--- src/rtl/assert_macros.svh ---
// ----------------------------------------------------------------------------
// assert_macros.svh
// Assertion helpers shared by the RTL; empty when SYNTH is defined.
// ----------------------------------------------------------------------------
`ifndef ASSERT_MACROS_SVH
`define ASSERT_MACROS_SVH

`ifndef SYNTH

// Check a property on every rising edge of clk outside reset
`define ASSERT_CLK(label, prop, msg) \
    label: assert property (@(posedge clk) disable iff (!rst_n) (prop)) else $error(msg);

// Check that a condition never holds outside reset
`define ASSERT_NEVER(label, expr, msg) \
    label: assert property (@(posedge clk) disable iff (!rst_n) !(expr)) else $error(msg);

`else

`define ASSERT_CLK(label, prop, msg)
`define ASSERT_NEVER(label, expr, msg)

`endif

`endif

--- src/rtl/nexw_pkg.sv ---
// ----------------------------------------------------------------------------
// nexw_pkg
// Shared widths, constants and types of the net exponent weight block.
// ----------------------------------------------------------------------------
package nexw_pkg;

    localparam int COORD_W     = 32;
    localparam int WEIGHT_W    = 17;
    localparam int CFG_DATA_W  = 16;
    localparam int CFG_INDEX_W = 2;
    localparam int PINS_W      = 7;
    localparam int PIN_POS_W   = 6;
    localparam int NETS_W      = 16;
    localparam int GAMMA_W     = 16;

    localparam int SQUARINGS_DEFAULT = 16;

    // 1.0 in the output format and in the squaring format
    localparam logic [WEIGHT_W-1:0] ONE_Q16 = 17'd65536;
    localparam logic [31:0]         ONE_Q31 = 32'h8000_0000;

    // Register indexes of the configuration port
    localparam logic [CFG_INDEX_W-1:0] REG_PINS_PER_NET   = 2'd0;
    localparam logic [CFG_INDEX_W-1:0] REG_NETS_PER_BATCH = 2'd1;
    localparam logic [CFG_INDEX_W-1:0] REG_INV_GAMMA      = 2'd2;

    // Register reset values
    localparam logic [PINS_W-1:0]  PINS_PER_NET_RESET   = 7'd2;
    localparam logic [NETS_W-1:0]  NETS_PER_BATCH_RESET = 16'd8;
    localparam logic [GAMMA_W-1:0] INV_GAMMA_RESET      = 16'd1024;

    // Request to the exponential unit: exp((a - b) * gamma_recip)
    typedef struct packed {
        logic               start;
        logic [COORD_W-1:0] a;
        logic [COORD_W-1:0] b;
    } exp_req_t;

    // Status and result of the exponential unit
    typedef struct packed {
        logic                ready;
        logic                done;
        logic [WEIGHT_W-1:0] weight;
    } exp_rsp_t;

endpackage

--- src/rtl/nexw_exp_unit.sv ---
// ----------------------------------------------------------------------------
// nexw_exp_unit
// Fixed-point exp((a - b) * gamma_recip) by repeated squaring on one shared
// multiply-add unit; one squaring per cycle.
// ----------------------------------------------------------------------------
module nexw_exp_unit #(
    parameter int SQUARINGS = nexw_pkg::SQUARINGS_DEFAULT
) (
    input  logic                                clk,
    input  logic                                rst_n,
    input  nexw_pkg::exp_req_t                  req,
    input  logic [nexw_pkg::GAMMA_W-1:0]        gamma_recip,
    output nexw_pkg::exp_rsp_t                  rsp
);

    localparam int CNT_W = $clog2(SQUARINGS);
    localparam logic [CNT_W-1:0] CNT_LAST = CNT_W'(SQUARINGS - 1);

    typedef enum logic [2:0] {
        E_IDLE,
        E_DIFF,
        E_SCALE,
        E_BASE,
        E_SQUARE,
        E_FINISH
    } state_t;

    state_t                        state_reg;
    logic [nexw_pkg::COORD_W-1:0]  a_reg;
    logic [nexw_pkg::COORD_W-1:0]  b_reg;
    logic [31:0]                   mag_reg;
    logic                          neg_reg;
    logic [63:0]                   prod_reg;
    logic [CNT_W-1:0]              cnt_reg;

    logic [32:0]                   diff_ab;
    logic [32:0]                   diff_ba;
    logic [34:0]                   dec;
    logic [31:0]                   base_val;
    logic [31:0]                   sq_base;
    logic [32:0]                   weight_sum;
    logic [31:0]                   mul_a;
    logic [31:0]                   mul_b;
    logic [63:0]                   mul_add;
    logic [63:0]                   prod_next;
    logic                          take;

    // Both differences in parallel; the sign of a - b decides whether the magnitude b - a is used
    assign diff_ab = {a_reg[31], a_reg} - {b_reg[31], b_reg};
    assign diff_ba = {b_reg[31], b_reg} - {a_reg[31], a_reg};

    // Rounded decrement already carries its half-LSB from the multiply-add
    assign dec = prod_reg[47:13];

    // Base 1 + t/2^16 at 31 fraction bits, clamped at zero
    always_comb
    begin
        if (!neg_reg)
            base_val = nexw_pkg::ONE_Q31;
        else if (dec[34:31] != 4'd0)
            base_val = 32'd0;
        else
            base_val = nexw_pkg::ONE_Q31 - dec[31:0];
    end

    // Current base sits in bits 62:31 of the product register
    assign sq_base    = prod_reg[62:31];
    assign weight_sum = {1'b0, sq_base} + 33'd16384;

    // Shared multiply-add operand select
    always_comb
    begin
        case (state_reg)
            E_SCALE:
            begin
                mul_a   = mag_reg;
                mul_b   = {16'd0, gamma_recip};
                mul_add = 64'd4096;
            end
            E_SQUARE:
            begin
                mul_a   = sq_base;
                mul_b   = sq_base;
                mul_add = 64'h0000_0000_4000_0000;
            end
            default:
            begin
                mul_a   = 32'd0;
                mul_b   = 32'd0;
                mul_add = 64'd0;
            end
        endcase
    end

    assign prod_next = ({32'd0, mul_a} * {32'd0, mul_b}) + mul_add;

    assign take = req.start && ((state_reg == E_IDLE) || (state_reg == E_FINISH));

    assign rsp.ready  = (state_reg == E_IDLE) || (state_reg == E_FINISH);
    assign rsp.done   = (state_reg == E_FINISH);
    assign rsp.weight = weight_sum[31:15];

    // Sequencer: difference, scale, base, squarings, finish
    always_ff @(posedge clk or negedge rst_n)
    begin
        if (!rst_n)
        begin
            state_reg <= E_IDLE;
            a_reg     <= '0;
            b_reg     <= '0;
            mag_reg   <= '0;
            neg_reg   <= 1'b0;
            prod_reg  <= '0;
            cnt_reg   <= '0;
        end
        else
        begin
            case (state_reg)
                E_IDLE, E_FINISH:
                begin
                    if (take)
                    begin
                        a_reg     <= req.a;
                        b_reg     <= req.b;
                        state_reg <= E_DIFF;
                    end
                    else
                    begin
                        state_reg <= E_IDLE;
                    end
                end
                E_DIFF:
                begin
                    neg_reg   <= diff_ab[32];
                    mag_reg   <= diff_ba[31:0];
                    state_reg <= E_SCALE;
                end
                E_SCALE:
                begin
                    prod_reg  <= prod_next;
                    state_reg <= E_BASE;
                end
                E_BASE:
                begin
                    prod_reg  <= {1'b0, base_val, 31'd0};
                    cnt_reg   <= '0;
                    state_reg <= E_SQUARE;
                end
                E_SQUARE:
                begin
                    prod_reg <= prod_next;
                    cnt_reg  <= cnt_reg + 1'b1;
                    if (cnt_reg == CNT_LAST)
                        state_reg <= E_FINISH;
                end
                default:
                begin
                    state_reg <= E_IDLE;
                end
            endcase
        end
    end

endmodule

--- src/rtl/net_exponent_weights.sv ---
// ----------------------------------------------------------------------------
// net_exponent_weights: weighted-average wirelength exponent terms per pin
// Max pin: taken with no result. Min pin: two results, one for the max pin and
// one for the min pin, from one exponential. Other pins: one result from two
// exponentials in turn on the single multiply-add unit. A new coordinate is
// taken only once the results of the last one are loaded; output stalls hold
// the sequencer. Async active-low reset: counters and extremes to zero,
// registers to their defaults.
// ----------------------------------------------------------------------------
`include "assert_macros.svh"

module net_exponent_weights #(
    parameter int SQUARINGS = nexw_pkg::SQUARINGS_DEFAULT
) (
    input  logic                                 clk,
    input  logic                                 rst_n,
    input  logic                                 in_valid,
    output logic                                 in_stall,
    input  logic [nexw_pkg::COORD_W-1:0]         coord,
    output logic                                 out_valid,
    input  logic                                 out_stall,
    output logic [nexw_pkg::WEIGHT_W-1:0]        a_plus,
    output logic [nexw_pkg::WEIGHT_W-1:0]        a_minus,
    output logic                                 last_of_net,
    output logic                                 last_of_batch,
    input  logic                                 cfg_we,
    input  logic [nexw_pkg::CFG_INDEX_W-1:0]     cfg_index,
    input  logic [nexw_pkg::CFG_DATA_W-1:0]      cfg_data
);

    typedef enum logic [2:0] {
        S_IDLE,
        S_EXP_MM,
        S_EMIT_MAX,
        S_EMIT_MIN,
        S_EXP_P,
        S_EXP_M,
        S_EMIT_ONE
    } state_t;

    state_t                             state_reg;
    logic [nexw_pkg::PINS_W-1:0]        pins_cfg_reg;
    logic [nexw_pkg::NETS_W-1:0]        nets_cfg_reg;
    logic [nexw_pkg::GAMMA_W-1:0]       gamma_reg;
    logic [nexw_pkg::PIN_POS_W-1:0]     pin_pos_reg;
    logic [nexw_pkg::NETS_W-1:0]        net_pos_reg;
    logic [nexw_pkg::COORD_W-1:0]       max_reg;
    logic [nexw_pkg::COORD_W-1:0]       min_reg;
    logic [nexw_pkg::COORD_W-1:0]       x_reg;
    logic [nexw_pkg::WEIGHT_W-1:0]      wa_reg;
    logic [nexw_pkg::WEIGHT_W-1:0]      wb_reg;
    logic                               out_valid_reg;
    logic [nexw_pkg::WEIGHT_W-1:0]      a_plus_reg;
    logic [nexw_pkg::WEIGHT_W-1:0]      a_minus_reg;
    logic                               last_net_reg;
    logic                               last_batch_reg;

    logic [nexw_pkg::PINS_W-1:0]        eff_pins;
    logic [nexw_pkg::NETS_W-1:0]        eff_nets;
    logic                               pin_last;
    logic                               net_last;
    logic                               accept;
    logic                               out_free;
    logic                               load_out;
    logic                               emit;

    nexw_pkg::exp_req_t                 exp_req;
    nexw_pkg::exp_rsp_t                 exp_rsp;

    // Clamp the configured counts to their legal ranges
    always_comb
    begin
        if (pins_cfg_reg < 7'd2)
            eff_pins = 7'd2;
        else if (pins_cfg_reg > 7'd64)
            eff_pins = 7'd64;
        else
            eff_pins = pins_cfg_reg;
        eff_nets = (nets_cfg_reg == '0) ? 16'd1 : nets_cfg_reg;
    end

    assign pin_last = ({1'b0, pin_pos_reg} + 7'd1) >= eff_pins;
    assign net_last = ({1'b0, net_pos_reg} + 17'd1) >= {1'b0, eff_nets};

    assign in_stall = (state_reg != S_IDLE);
    assign accept   = in_valid && !in_stall;
    assign out_free = !out_valid_reg || !out_stall;
    assign load_out = out_free &&
                      (state_reg inside {S_EMIT_MAX, S_EMIT_MIN, S_EMIT_ONE});
    assign emit     = out_free &&
                      ((state_reg == S_EMIT_MIN) || (state_reg == S_EMIT_ONE));

    // Launch exponentials: min-max or x-max on input, then min-x
    always_comb
    begin
        exp_req.start = 1'b0;
        exp_req.a     = coord;
        exp_req.b     = max_reg;
        case (state_reg)
            S_IDLE:
            begin
                exp_req.start = accept && (pin_pos_reg != '0);
            end
            S_EXP_P:
            begin
                exp_req.start = exp_rsp.done;
                exp_req.a     = min_reg;
                exp_req.b     = x_reg;
            end
            default:
            begin
                exp_req.start = 1'b0;
            end
        endcase
    end

    nexw_exp_unit #(
        .SQUARINGS (SQUARINGS)
    ) u_exp (
        .clk         (clk),
        .rst_n       (rst_n),
        .req         (exp_req),
        .gamma_recip (gamma_reg),
        .rsp         (exp_rsp)
    );

    // Configuration registers; writes beyond the list are dropped
    always_ff @(posedge clk or negedge rst_n)
    begin
        if (!rst_n)
        begin
            pins_cfg_reg <= nexw_pkg::PINS_PER_NET_RESET;
            nets_cfg_reg <= nexw_pkg::NETS_PER_BATCH_RESET;
            gamma_reg    <= nexw_pkg::INV_GAMMA_RESET;
        end
        else if (cfg_we)
        begin
            case (cfg_index)
                nexw_pkg::REG_PINS_PER_NET:   pins_cfg_reg <= cfg_data[nexw_pkg::PINS_W-1:0];
                nexw_pkg::REG_NETS_PER_BATCH: nets_cfg_reg <= cfg_data;
                nexw_pkg::REG_INV_GAMMA:      gamma_reg    <= cfg_data;
                default:                      ;
            endcase
        end
    end

    // Pin sequencer, net counters and output register
    always_ff @(posedge clk or negedge rst_n)
    begin
        if (!rst_n)
        begin
            state_reg      <= S_IDLE;
            pin_pos_reg    <= '0;
            net_pos_reg    <= '0;
            max_reg        <= '0;
            min_reg        <= '0;
            x_reg          <= '0;
            wa_reg         <= '0;
            wb_reg         <= '0;
            out_valid_reg  <= 1'b0;
            a_plus_reg     <= '0;
            a_minus_reg    <= '0;
            last_net_reg   <= 1'b0;
            last_batch_reg <= 1'b0;
        end
        else
        begin
            // Load a new result when free, else drop the output once taken
            if (load_out)
                out_valid_reg <= 1'b1;
            else if (out_valid_reg && !out_stall)
                out_valid_reg <= 1'b0;

            case (state_reg)
                S_IDLE:
                begin
                    if (accept)
                    begin
                        x_reg <= coord;
                        if (pin_pos_reg == '0)
                        begin
                            max_reg     <= coord;
                            pin_pos_reg <= 6'd1;
                        end
                        else if (pin_pos_reg == 6'd1)
                        begin
                            min_reg   <= coord;
                            state_reg <= S_EXP_MM;
                        end
                        else
                        begin
                            state_reg <= S_EXP_P;
                        end
                    end
                end
                S_EXP_MM:
                begin
                    if (exp_rsp.done)
                    begin
                        wa_reg    <= exp_rsp.weight;
                        state_reg <= S_EMIT_MAX;
                    end
                end
                S_EMIT_MAX:
                begin
                    if (out_free)
                    begin
                        a_plus_reg     <= nexw_pkg::ONE_Q16;
                        a_minus_reg    <= wa_reg;
                        last_net_reg   <= 1'b0;
                        last_batch_reg <= 1'b0;
                        state_reg      <= S_EMIT_MIN;
                    end
                end
                S_EMIT_MIN:
                begin
                    if (out_free)
                    begin
                        a_plus_reg     <= wa_reg;
                        a_minus_reg    <= nexw_pkg::ONE_Q16;
                        last_net_reg   <= pin_last;
                        last_batch_reg <= pin_last && net_last;
                        state_reg      <= S_IDLE;
                    end
                end
                S_EXP_P:
                begin
                    if (exp_rsp.done)
                    begin
                        wa_reg    <= exp_rsp.weight;
                        state_reg <= S_EXP_M;
                    end
                end
                S_EXP_M:
                begin
                    if (exp_rsp.done)
                    begin
                        wb_reg    <= exp_rsp.weight;
                        state_reg <= S_EMIT_ONE;
                    end
                end
                S_EMIT_ONE:
                begin
                    if (out_free)
                    begin
                        a_plus_reg     <= wa_reg;
                        a_minus_reg    <= wb_reg;
                        last_net_reg   <= pin_last;
                        last_batch_reg <= pin_last && net_last;
                        state_reg      <= S_IDLE;
                    end
                end
                default:
                begin
                    state_reg <= S_IDLE;
                end
            endcase

            // Advance pin and net positions on the final result of a pin
            if (emit)
            begin
                if (pin_last)
                begin
                    pin_pos_reg <= '0;
                    if (net_last)
                        net_pos_reg <= '0;
                    else
                        net_pos_reg <= net_pos_reg + 1'b1;
                end
                else
                begin
                    pin_pos_reg <= pin_pos_reg + 1'b1;
                end
            end
        end
    end

    assign out_valid     = out_valid_reg;
    assign a_plus        = a_plus_reg;
    assign a_minus       = a_minus_reg;
    assign last_of_net   = last_net_reg;
    assign last_of_batch = last_batch_reg;

    // Checks on sequencer and exponential unit cooperation
    `ASSERT_CLK(a_start_when_ready, exp_req.start |-> exp_rsp.ready, "exp start while busy")
    `ASSERT_CLK(a_idle_unit_ready, !in_stall |-> exp_rsp.ready, "input open while exp busy")
    `ASSERT_NEVER(a_done_unexpected, exp_rsp.done && (state_reg != S_EXP_MM) && (state_reg != S_EXP_P) && (state_reg != S_EXP_M), "exp result with no waiter")
    `ASSERT_CLK(a_weight_range, out_valid_reg |-> ((a_plus_reg <= nexw_pkg::ONE_Q16) && (a_minus_reg <= nexw_pkg::ONE_Q16)), "weight above 1.0")

endmodule

--- config.mk ---
export PLATFORM = sky130hd
export DESIGN_NAME = net_exponent_weights
export DESIGN_NICKNAME = d
export VERILOG_FILES = /design/src/rtl/nexw_pkg.sv /design/src/rtl/nexw_exp_unit.sv /design/src/rtl/net_exponent_weights.sv
export VERILOG_INCLUDE_DIRS = /design/src /design/src/rtl
export SDC_FILE = /design/constraint.sdc
export NUM_CORES = 2
export LEC_CHECK = 0
export BUFFER_PORTS_ARGS = -buffer_cell sky130_fd_sc_hd__buf_2
export CORE_UTILIZATION = 60
export CTS_BUF_LIST = sky130_fd_sc_hd__clkbuf_16
export DETAILED_ROUTE_END_ITERATION = 10
export PLACE_DENSITY_LB_ADDON = 0.15
export SLEW_MARGIN = 0
export SYNTH_ARGS = -nofsm -noshare
export SYNTH_HDL_FRONTEND = slang
export SYNTH_SLANG_ARGS = --single-unit
--- constraint.sdc ---
create_clock -name clk -period 8.8 [get_ports clk]
set_clock_uncertainty 0.1 [all_clocks]
set_input_delay 1.76 -clock clk [delete_from_list [all_inputs] [get_ports clk]]
set_output_delay 1.76 -clock clk [all_outputs]
set_load 0.05 [all_outputs]
; Word level (Yosys, flattened, before mapping)
; Cells that the tools add are included.
[word_totals]
inputBits = 55
regBits = 398
out_inout_bits = 38
wordCells = 153
[op_classes]
mux = 42
order_cmp = 4
n_bitwise = 1
n_eq_ne = 25
n_addsub = 10
n_reduce_logical = 47
multipliers = 1
[ops]
columns = op, n
row1 = 32-bit one-hot mux with 2 select lines, 2
row2 = 63-bit one-hot mux with 2 select lines, 1
row3 = 32-bit 2-to-1 mux, 2
row4 = 64-bit 2-to-1 mux, 1
row5 = 63-bit by 31-bit adder with 63-bit output, 1
row6 = 32-bit by 32-bit multiplier with 63-bit output, 1
row7 = 31-bit one-hot mux with 2 select lines, 1
row8 = 17-bit 2-to-1 mux, 3
row9 = 17-bit one-hot mux with 3 select lines, 1
row10 = 17-bit one-hot mux with 2 select lines, 1
row11 = 32-bit by 32-bit subtractor with 33-bit output, 1
row12 = 32-bit by 15-bit adder with 32-bit output (second input constant), 1
row13 = 16-bit 2-to-1 mux, 2
row14 = 32-bit subtractor, 1
row15 = 32-bit subtractor (first input constant), 1
row16 = 6-bit 2-to-1 mux, 5
row17 = 3-bit 2-to-1 mux, 9
row18 = 3-bit one-hot mux with 6 select lines, 1
row19 = 16-bit by 1-bit adder with 17-bit output (second input constant), 1
row20 = 17-bit by 16-bit greater-or-equal comparator with 1-bit output, 1
row21 = 16-bit by 1-bit adder with 16-bit output (second input constant), 1
row22 = 16-bit logical NOT, 1
row23 = 2-bit != test (second input constant), 8
row24 = 2-bit AND reduction, 8
row25 = other kinds (34), 75

; Logic depth before layout (Yosys ltp)
[depth]
depth_word = 8
depth_mapped = 36
depth_no_buf = 32

; Modules after synthesis
; A second synthesis with hierarchy kept.
[unflattened]
cells_unflattened = 5602
area_unflattened_um2 = 52016.1
[modules_own_cells]
columns = mod, instances, area_each_um2, seq_area_each_um2, cells_per_inst
row1 = nexw_exp_unit, 1, 41264.6, 3853.7, 4777
row2 = net_exponent_weights, 1, 10751.6, 5784.3, 825

; Least setup slack after synthesis
; No wires, ideal clock.
[synth_path]
path_type = register -> register
start = register u_exp.state_reg[1]
end = register u_exp.prod_reg[56]
period_less_slack_ns = 8.656
arrival_ns = 8.424
required_time_ns = 8.569
n_path_buf = 5
slack_ns = 0.144
setup_ns = 0.131
path_stages_with_launch = 33
path_cell_list = dfrtp_1 buf_2 nor2b_1 nand2b_1 inv_2 clkbuf_1 clkbuf_1 clkbuf_1 a22o_1 nand2_1 fa_1 inv_1 fa_1 inv_1 fa_1 fa_1 inv_1 fa_1 fa_1 fa_1 fa_1 ha_1 clkbuf_1 a21o_1 a21o_1 a221oi_1 a31oi_1 a21oi_2 a21oi_1 a311o_1 a221oi_2 xor2_1 o21ai_1
[synth_via]
elab_chain_len = 5
word_cells_on_any_way = 11
cone_classes = add/sub (1) / mul (1) / eq/ne (3) / mux (4) / reduce/logical (2)
[synth_rtl]
columns = item, line
row1 = from (decl), nexw_exp_unit.sv:28  ; state_t state_reg;
row2 = from (signal assigned), nexw_exp_unit.sv:108  ; state_reg <= E_IDLE;
row3 = from (signal assigned), nexw_exp_unit.sv:125  ; state_reg <= E_DIFF;
row4 = from (signal assigned), nexw_exp_unit.sv:129  ; state_reg <= E_IDLE;
row5 = 3-bit == test or 3-bit by 2-bit == test with 1-bit output (tied branches), "nexw_exp_unit.sv:73, nexw_exp_unit.sv:118"
row6 = 32-bit one-hot mux with 2 select lines, nexw_exp_unit.sv:73  ; case (state_reg)
row7 = 32-bit by 32-bit multiplier with 63-bit output, nexw_exp_unit.sv:95  ; assign prod_next = ({32'd0, mul_a} * {32'd0, mul_b}) + mul_add;
row8 = 63-bit by 31-bit adder with 63-bit output, nexw_exp_unit.sv:95
row9 = 63-bit one-hot mux with 2 select lines, nexw_exp_unit.sv:118  ; case (state_reg)
row10 = to (signal assigned), nexw_exp_unit.sv:140  ; prod_reg <= prod_next;
row11 = to (signal assigned), nexw_exp_unit.sv:145  ; prod_reg <= {1'b0, base_val, 31'd0};
row12 = to (signal assigned), nexw_exp_unit.sv:151  ; prod_reg <= prod_next;
row13 = to (decl), nexw_exp_unit.sv:33  ; logic [63:0] prod_reg;
; Parallel ways exist; a longest one is shown, timed or not.
; A chain may end at the register's enable or synchronous reset.

; Final worst setup path
[layout_path]
start = register u_exp.state_reg[2]
end = register u_exp.prod_reg[56]
; Same word-level chain as after synthesis.

==> results.sh <==
export IMPL_placedInstanceArea_um2=55830
export IMPL_synth_nets=7094
export IMPL_period_share=0.9778
export IMPL_crit_type="flip-flop to flip-flop"
export IMPL_globalRoute_totalOverflow=0
export IMPL_wirelength_mm=159.7
export IMPL_setup_violations=0
export IMPL_vias_per_cell=5.850
export IMPL_area_delta_synth_final_pct=10.47
export IMPL_syn_avg_cell_area_um2=9.052
export IMPL_largest_reg_flops=50
export IMPL_htreeDepth=2
export IMPL_synthDistinctLibCells=89
export IMPL_maxCapViolCount=0
export IMPL_p_int_mw=6.691
export IMPL_yosys_warnings=0
export IMPL_peakVddDrop_v=0.0002726
export IMPL_route_vias_total=41420
export IMPL_power_density_nw_per_um2=236.9
export IMPL_dieHeight_um=297.0
export IMPL_drive_above_1_share=0.1156
export IMPL_dr_pass1_iters=6
export IMPL_yosysTopAreaCell="fa_1"
export IMPL_crit_fanout=20
export IMPL_slew_headroom=0.2045
export IMPL_synth_edff_count=0
export IMPL_ys_ff_latch=385
export IMPL_place_congestion=1.021
export IMPL_hp_class="flip-flop to flip-flop"
export IMPL_timing_setup_tns_ps=0
export IMPL_numCtsBuffers=39
export IMPL_io_buffers=92
export IMPL_synthCells=5770
export IMPL_drt_iter0_drc=3855
export IMPL_antenna_found_initial=0
export IMPL_power_frac_seq=0.232
export IMPL_power_frac_comb=0.648
export IMPL_leakagePower_nw=28.87
export IMPL_tightest_slew_ps=1189
export IMPL_crit_buf_inv=8
export IMPL_clock_sinks=385
export IMPL_async_flop_share=1.000
export IMPL_slew_violations=0
export IMPL_switchingPower_mw=6.976
export IMPL_die_area_um2=88230
export IMPL_slowest_delay_ps=580
export IMPL_cpMostUsedCell="fa_1"
export IMPL_arrival_ps=8970
export IMPL_placementRows=107
export IMPL_ant_nets=0
export IMPL_final_util=0.6734
export IMPL_yosys_most_used_dff="dfrtp_1"
export IMPL_die_w_um=297.0
export IMPL_clkTransAtPathRegs_ps=70
export IMPL_cts_tree="built"
export IMPL_cts_buffer_depth=3
export IMPL_core_area_um2=85680
export IMPL_p_sw_frac=0.5104
export IMPL_fin_area_um2=57700
export IMPL_drc=0
export IMPL_holdBufCountCts=0
export IMPL_yosysTopAreaCellShare=0.3442
export IMPL_dp_cells=6991
export IMPL_grt_pass1_wl_mm=249.2
export IMPL_grt_pass1_vias=43150
export IMPL_finalNonFillerCells=7080
export IMPL_min_period_ps=8605
export IMPL_path_delay_family="adder cells"
export IMPL_fin_nets=7227
export IMPL_clkPwrFrac=0.120
export IMPL_status="finished clean"
export IMPL_initial_core_util=0.6096
export IMPL_fill_cells=7060
export IMPL_grtUsageTotal=0.3703
export IMPL_cpMaxStageDelayCell="fa_1"
export IMPL_io_pin_count=93
export IMPL_max_clock_freq_mhz=116.2
export IMPL_hold_viol=0
export IMPL_start_kind="flip-flop"
export IMPL_yosysSeqAreaShare=0.1845
export IMPL_regArea_um2=9638
export IMPL_multi_input_area_um2=37970
export IMPL_hpwlAfterDp_mm=127.0
export IMPL_grt_setup_unrepaired="yes"
export IMPL_ys_top_cells_by_area="fa_1 (34%), dfrtp_1 (18%), ha_1 (8.9%), inv_1 (7.6%), nand2_1 (5.3%)"
export IMPL_cp_end_kind="flip-flop"
export IMPL_clk_latency_ps=610
export IMPL_synthesis_area_um2=52230
export IMPL_grt_max_degree=166
export IMPL_post_drt_wl_per_cell_um=22.55
export IMPL_critPathRequiredTime_ps=9160
export IMPL_cts_root_buf="clkbuf_16"
[metal layers]
| layer | up-vias | global-route usage | part of all wire |
|---|---|---|---|
| li1 | 18150 | - | - |
| met1 | 20600 | 0.4775 | 0.37 |
| met2 | 2154 | 0.5921 | 0.46 |
| met3 | 515 | 0.07289 | 0.10 |
| met4 | 2 | 0.2010 | 0.069 |
| met5 | - | 0 | 0.00068 |
[synthesized netlist by cell type (all sizes together), types with 11 or more instances]
cell / instances
o21bai: 18
o21ai: 243
clkbuf: 274
a22oi: 56
o31ai: 13
mux2i: 67
and2: 20
dfrtp: 382
nor4: 14
inv: 1057
or3: 12
nand2b: 23
mux2: 105
xor2: 54
nor2b: 19
fa: 898
a31oi: 22
a21oi: 156
nor2: 732
a22o: 44
a221oi: 16
nor3: 37
nand2: 731
ha: 371
and3: 24
nand3: 42
a21o: 60
o21a: 11
xnor2: 84
or2: 13
nand4: 31
buf: 23
[layout make-up]
type,instances,share of cell area
multi-input combinational,4023,0.6581
sequential,385,0.1670
inverter,1065,0.06933
timing repair buffer,389,0.05903
tap,1144,0.02481
clock buffer,39,0.01691
clock inverter,32,0.004597
antenna,3,0.0001301
[path summary, 6_finish.rpt]
path	start	endpoint	slack, ps	cells after the start
setup / recovery	u_exp.state_reg[2]	u_exp.prod_reg[56]	200	31
hold / removal	max_reg[12]	max_reg[12]	370	2
setup reg to reg	u_exp.state_reg[2]	u_exp.prod_reg[56]	200	31
hold reg to reg	max_reg[12]	max_reg[12]	370	2
max in group asynchronous	rst_n	u_exp.mag_reg[13]	6080	2
min in group asynchronous	rst_n	wa_reg[4]	1080	1
[power groups by stage]
stage / Clock [mW] / Sequential, mW / Combinational [mW]
2_1_floorplan: 0 / 2.95 / 5.24
3_3_place_gp: 0 / 3.13 / 8.30
3_5_place_dp: 0 / 3.16 / 8.42
4_1_cts: 1.68 / 3.13 / 8.51
5_1_grt: 1.72 / 3.23 / 9.55
6_report: 1.64 / 3.17 / 8.85
[through the flow]
| stage | power [mW] | worst slack [ps] | hold slack, ps |
|---|---|---|---|
| 4_1_cts | 13.32 | 3.337 | 377.5 |
| 6_report | 13.67 | 195.3 | 374.0 |
| 3_5_place_dp | 11.58 | -119.5 | 361.6 |
| 5_1_grt | 14.50 | -71.04 | 396.3 |
| 2_1_floorplan | 8.190 | 144.2 | 339.1 |
| 3_3_place_gp | 11.43 | 32.49 | 354.4 |
[worst register-to-register path, delay by kind of cell, from the launching register on]
family                   cells  cell delay (ps)
XOR/XNOR                     1              170
AND/OR/NAND/NOR              6              940
adder cells (fa/ha/maj)      9             4310
AO/OA/AOI/OAI                7             1650
flip-flops                   1              370
buffers and inverters        8              970
[logic make-up after synthesis]
kind of cell               share of synthesized area
xor gates and xnor gates                     0.02314
DFF                                           0.1845
and+or+nand+nor                               0.1372
adders and majority gates                     0.4331
muxes                                        0.03548
AOI/OAI and AO/OA                            0.08833
buffers and inverters                        0.09824
[layout by cell type, fill, tap and decap left out, types with 11 or more instances in the layout]
| cell | Yosys | routed |
|---|---|---|
| buf_2 | 8 | 91 |
| clkbuf_16 | 0 | 42 |
| or2_2 | 11 | 11 |
| a21oi_1 | 154 | 139 |
| a21oi_2 | 2 | 13 |
| nand2b_1 | 23 | 23 |
| o21ai_1 | 29 | 33 |
| nand2_1 | 731 | 726 |
| or3_1 | 12 | 11 |
| and2_1 | 19 | 15 |
| ha_1 | 371 | 363 |
| o21a_1 | 11 | 11 |
| nor2b_1 | 19 | 17 |
| nor2_1 | 731 | 723 |
| o31ai_1 | 12 | 11 |
| a22o_1 | 44 | 39 |
| xor2_1 | 54 | 53 |
| fa_1 | 898 | 897 |
| o21ai_0 | 212 | 207 |
| inv_1 | 1054 | 1061 |
| a31oi_1 | 20 | 17 |
| xnor2_1 | 84 | 83 |
| nor3_1 | 36 | 34 |
| clkinv_1 | 8 | 14 |
| a221oi_1 | 15 | 13 |
| buf_12 | 0 | 47 |
| o21bai_1 | 18 | 18 |
| mux2_2 | 105 | 105 |
| a21o_1 | 60 | 60 |
| a22oi_2 | 0 | 24 |
| buf_4 | 0 | 236 |
| nand4_1 | 31 | 31 |
| and3_1 | 24 | 24 |
| mux2i_1 | 67 | 67 |
| dfrtp_1 | 382 | 382 |
| a22oi_1 | 56 | 32 |
| nand3_1 | 42 | 40 |
[repair_timing]
action | in CTS | in global routing
setup endpoints to repair | 10 | 35
gates cloned | 0 | 3
pin swaps | 1 | 15
setup buffers | 0 | 12
gates resized for setup | 8 | 81
(Power assumes the default switching activity.)
